**config.mk**
```make
export PLATFORM = sky130hd
export DESIGN_NAME = bctc_tag_ram
export DESIGN_NICKNAME = d
export VERILOG_FILES = /design/src/hw/rtl/block_cache_tag_controller_assert.svh /design/src/hw/rtl/bctc_pkg.sv /design/src/hw/rtl/bctc_tag_ram.sv
export SDC_FILE = /design/constraint.sdc
export NUM_CORES = 1
export LEC_CHECK = 0
export CAP_MARGIN = 20
export CORE_ASPECT_RATIO = 1.4
export CORE_UTILIZATION = 55
export CTS_BUF_LIST = sky130_fd_sc_hd__clkbuf_2 sky130_fd_sc_hd__clkbuf_4 sky130_fd_sc_hd__clkbuf_8
export DETAILED_ROUTE_END_ITERATION = 10
export DONT_BUFFER_PORTS = 1
export PLACE_DENSITY = 0.7
export SLEW_MARGIN = 20
export SYNTH_ARGS = -nofsm -noshare
export SYNTH_HDL_FRONTEND = slang
export SYNTH_SLANG_ARGS = --single-unit
```
**constraint.sdc**
```tcl
create_clock -name i_clk -period 7.6 [get_ports i_clk]
set_clock_uncertainty 0.15 [all_clocks]
set_input_delay 0.38 -clock i_clk [delete_from_list [all_inputs] [get_ports i_clk]]
set_output_delay 0.38 -clock i_clk [all_outputs]
set_load 0.005 [all_outputs]
```
**src/hw/rtl/block_cache_tag_controller_assert.svh**
```systemverilog
// ----------------------------------------------------------------------------
// Block cache tag controller assertion macros
// Implication and next-cycle implication checks, empty when SYNTH is defined.
// ----------------------------------------------------------------------------
`ifndef BLOCK_CACHE_TAG_CONTROLLER_ASSERT_SVH
`define BLOCK_CACHE_TAG_CONTROLLER_ASSERT_SVH

`ifndef SYNTH
// Same-cycle implication, disabled while reset is asserted.
`define BCTC_ASSERT_IMP(lbl, clk, rst_n, ante, cons, msg) \
    lbl: assert property (@(posedge clk) disable iff (!rst_n) (ante) |-> (cons)) \
        else $error(msg);
// Next-cycle implication, disabled while reset is asserted.
`define BCTC_ASSERT_NXT(lbl, clk, rst_n, ante, cons, msg) \
    lbl: assert property (@(posedge clk) disable iff (!rst_n) (ante) |=> (cons)) \
        else $error(msg);
`else
`define BCTC_ASSERT_IMP(lbl, clk, rst_n, ante, cons, msg)
`define BCTC_ASSERT_NXT(lbl, clk, rst_n, ante, cons, msg)
`endif

`endif

```
**src/hw/rtl/bctc_pkg.sv**
```systemverilog
// ----------------------------------------------------------------------------
// Block cache tag controller package
// Field widths, request kinds and action codes shared by the design files.
// ----------------------------------------------------------------------------
package bctc_pkg;

    // Default number of cache slots.
    localparam int NUM_SLOTS_DEF = 32;

    // Field widths.
    localparam int REQ_TYPE_W = 2;
    localparam int BLOCK_W    = 32;
    localparam int ACTION_W   = 3;
    localparam int SLOT_OUT_W = 5;
    localparam int COUNT_W    = 32;

    // Request kinds.
    typedef enum logic [REQ_TYPE_W-1:0] {
        REQ_READ  = 2'd0,
        REQ_WRITE = 2'd1,
        REQ_SYNC  = 2'd2,
        REQ_NONE  = 2'd3
    } t_req_kind;

    // Commands issued toward the slot store and the disk.
    typedef enum logic [ACTION_W-1:0] {
        ACT_SERVE     = 3'd0,
        ACT_FILL      = 3'd1,
        ACT_WRITEBACK = 3'd2,
        ACT_STORE     = 3'd3,
        ACT_SYNC_DONE = 3'd4
    } t_action;

    // One result item as held in the output register.
    typedef struct packed {
        t_action               action;
        logic [SLOT_OUT_W-1:0] slot_index;
        logic [BLOCK_W-1:0]    disk_block;
        logic                  last;
        logic [COUNT_W-1:0]    hit_count;
        logic [COUNT_W-1:0]    miss_count;
    } t_rsp;

endpackage

```
**src/hw/rtl/bctc_tag_ram.sv**
```systemverilog
// ----------------------------------------------------------------------------
// Block cache tag RAM
// One write port and one read port with registered read data.
// ----------------------------------------------------------------------------
module bctc_tag_ram import bctc_pkg::*; #(
    parameter int DEPTH = NUM_SLOTS_DEF,
    parameter int AW    = $clog2(NUM_SLOTS_DEF)
) (
    input  logic               i_clk,
    input  logic               i_wr_en,
    input  logic [AW-1:0]      i_wr_addr,
    input  logic [BLOCK_W-1:0] i_wr_data,
    input  logic [AW-1:0]      i_rd_addr,
    output logic [BLOCK_W-1:0] o_rd_data
);

    logic [BLOCK_W-1:0] r_mem [DEPTH];
    logic [BLOCK_W-1:0] r_rd_data;

    // Write port.
    always_ff @(posedge i_clk) begin
        if (i_wr_en) begin
            r_mem[i_wr_addr] <= i_wr_data;
        end
    end

    // Registered read port.
    always_ff @(posedge i_clk) begin
        r_rd_data <= r_mem[i_rd_addr];
    end

    assign o_rd_data = r_rd_data;

endmodule
```
# Word level (Yosys, flattened, before mapping)
# Memory sizes are Yosys's and may differ from the RTL's. A register that Yosys moved wholly into a read port is not among the register bits.
# Index checks and enable logic that the tools add are counted.
# totals
regBits,0
latchBits,0
ramBits,1024
mem_bits_ro,0
mem_count,1
# op_classes
addsub,0
n_mul,0
div_mod_pow,0
magnitude_cmp,0
n_eq_ne,0
shift,0
mux,2
bitwise,0
reduce_logical,0
# mem_list
name,words,width,read_ports,rd_ports_with_merged_regs,wr,line,source
r_mem,32,32,1,1,1,bctc_tag_ram.sv:17,logic [BLOCK_W-1:0] r_mem [DEPTH];
# ops
operator,count
1-bit two-way mux,2

# Longest topological paths before layout
# logic_depth
word_depth,2
mapped_depth,8

# Worst setup path before layout
# No wires, ideal clock.
# synth_timing
path_kind,input to register
from,input port i_wr_addr[1]
to,memory r_mem[12][0] (enable)
setup_ns,0.421
t_arrival_ns,2.393
required_ns,7.029
setup_slack_ns,4.636
path_stages,3
path_cell_list,or3b_2 > clkbuf_1 > nor2_1
# synth_lines
element,line,source
from (decl),bctc_tag_ram.sv:11,"input logic [AW-1:0] i_wr_addr,"
to (decl),bctc_tag_ram.sv:17,
# Straight into the memory's write port.

==> impl_metrics.py <==
metrics = {
    "synthesis": {
        "yosys.area_share.simple": 0.0310,
        "synthCells": 2260,
        "ys_warn_count": 0,
        "synth-compound-area-share": 0.0485,
        "seq_area_frac_synth": 0.775,
        "syn-mean-instance-area_um2": 17.9,
        "synth_top_area_share": 0.760,
        "yosys-mux-area-fraction": 0.127,
        "synth_area_leader_cell": "edfxtp_1",
        "syn_nets": 2304,
        "synth_area_leaders": "edfxtp_1 (76%), mux2i_1 (13%), a22oi_1 (1.8%)",
        "synth_fa_ha_area_frac": 0,
        "netlist_area_um2": 40500,
        "ys_types": 25,
        "synth_seq_cells": 1056,
        "synth_top_family_by_area": "multiplexers",
        "synth-xor-area-share": 0,
    },
    "cts": {
        "cts_resized": 0,
        "cts_tree": "built",
        "cts-root-buf": "clkbuf_8",
        "clk-insertion-delay-late_ns": 0.76,
        "cts.clk_slew.worst_paths_ns": 0.07,
        "clock-sinks": 1056,
        "cts.htree.levels": 4,
        "post-cts-setup-buffers": 0,
        "cts_buffer_depth": 3,
        "numCtsBuffers": 150,
    },
    "detailed_routing": {
        "drc_errors": 0,
        "ant_nets": 0,
        "num_vias": 21500,
        "drt_iter0_markers": 2301,
        "via_per_inst": 6.22,
        "drt-wirelength-per-cell_um": 28.4,
        "first_pass_iters": 5,
        "routed_wl_um": 98100,
    },
    "worst_setup_path": {
        "slowest_stage": "dlygate4sd3_1",
        "worst_ep_required_time_ns": 8.07,
        "crit_family": "buffers and inverters",
        "end_kind": "register",
        "worstPathArrival_ns": 4.50,
        "crit_buf_inv": 1,
        "cpPeakStageDelay_ns": 1.74,
        "path_class": "input port to register",
        "startpoint_type": "input port",
        "cp_max_fo": 482,
        "crit_chain": "dlygate4sd3_1 -> mux2i_1 -> a21oi_1 -> a31oi_1 -> nand3_1",
    },
    "die": {
        "ios": 76,
        "core_um2": 72800,
        "fp.dieH_um": 323,
        "die_width_um": 231,
        "start_util": 0.556,
        "fp.dieArea_um2": 74700,
        "rows": 117,
    },
    "timing": {
        "slew_viol_final": 375,
        "final.setup.tns_ns": 0,
        "setup_violations": 0,
        "hold_violations": 8,
        "tightest_slew_ns": 3.58,
        "final.min_clock_period_ns": 4.03,
        "clock.fmax_mhz": 248,
        "rsz0062_at_grt": "no",
        "period_share": 0.531,
        "hold_ws_ns": -0.00534,
        "slew_headroom": -1.38,
    },
    "flow_run": {
        "max-cap-violations": 0,
    },
    "global_routing": {
        "grt_max_degree": 489,
        "grt_pass1_vias": 21400,
        "grt_pass1_wl_um": 141000,
        "grt_use_total": 0.263,
        "antenna_found_initial": 3,
        "grt_overflow": 0,
    },
    "placed_design": {
        "dpl.hpwl_um": 49700,
        "port_buffers": 0,
        "gp_congestion": 0.769,
    },
    "finish": {
        "syn_to_final_growth_pct": 10.9,
        "drive_gt1_frac": 0.136,
        "final_cell_mix": "edfxtp_1 (1024), mux2i_1 (512), clkbuf_8 (164), nand3_1 (98), nand2_1 (97)",
        "nets": 2422,
        "final_common_cell": "edfxtp_1",
        "final_util": 0.617,
    },
    "power_and_ir_drop": {
        "power_density_nw_per_um2": 252,
        "p_leak_nw": 15.6,
        "ir_worst_vdd_v": 0.000140,
    },
    "outcome": {
        "outcome": "complete, but fails checks",
        "violations": "hold timing, slew limit",
    },
    "min_path": {
        "hp-class": "input port to register",
    },
}
==> sequential cells by signal, indices dropped and copies added (netlist names) <==
name / flops
o_rd_data: 32
r_mem: 1024
==> cells by family after synthesis <==
| group | Yosys count |
|---|---|
| compound gates | 288 |
| flops | 1056 |
| mux | 512 |
| buf+inv | 127 |
| simple gates | 277 |
==> final cells by class <==
type                    count  area (µm²)
diodes                      2        5.00
clock buffers             211        2610
clock inverters            64         293
fillers                  5029       27900
multi-input cells        1077        8610
flip-flops and latches   1056       31400
well taps                 952        1190
repair buffers             93         790
==> where the power goes <==
part / switching [mW] / leakage (nW) / internal, mW / total [mW]
clock: 2.07 / 1.52 / 2.22 / 4.28
combinational: 0.312 / 4.54 / 0.209 / 0.522
sequential: 0.0428 / 9.49 / 6.48 / 6.52
==> synthesized netlist by cell type <==
library cell and n:
a22oi_1 96, buf_4 33, or2_2 1, clkbuf_1 46, nand3_1 98, nand2b_1 2
edfxtp_1 1024, and2_1 1, nand2_1 98, clkbuf_4 2, nor2_1 34, or3b_2 3
dfxtp_1 32, a21oi_1 96, and2b_1 1, nand3b_1 5, a22o_1 64, nor2b_1 1
buf_1 5, nor3_1 32, buf_6 15, buf_2 26, a31oi_1 32, mux2i_1 512
or3_1 1
==> repair_timing <==
action / 4_1_cts / 5_1_grt
hold endpoints to repair: 1042 / 40
hold buffers: 40 / 8
setup endpoints to repair: 0 / 0
==> final timing paths <==
| check | depth (start not counted) | slack (ns) | from | to |
|---|---|---|---|---|
| worst max-delay path | 5 | 3.57 | i_rd_addr[0] | o_rd_data[27] |
| worst min-delay path | 1 | -0.005 | i_wr_data[4] | r_mem[6][4] |
| worst max register to register | 6 | 5.72 | r_mem[1][16] | o_rd_data[16] |
| worst min register to register | 4 | 0.46 | r_mem[16][29] | o_rd_data[29] |
==> stage by stage <==
step                      area (µm²)  hold slack (ns)  std cells  power, mW  setup WS [ns]
after CTS                      44900          0.00106       3444       11.3           4.77
final                          44900         -0.00534       3455       11.3           3.57
after global placement         41500            0.331       3129       7.01           4.77
after global routing           44900          0.00126       3455       11.6           4.65
after floorplan                40500            0.329       2260       6.95           4.64
after detailed placement       41500            0.330       3129       7.02           4.66
==> per-layer routing <==
metal | vias up | global-route usage | wire, µm
met4 | 4 | 0.0932 | 2700
met2 | 1004 | 0.436 | 48900
met1 | 11100 | 0.347 | 38600
li1 | 9237 | - | -
met5 | - | 0 | 23
met3 | 187 | 0.0506 | 7910
(Power assumes the default switching activity.)
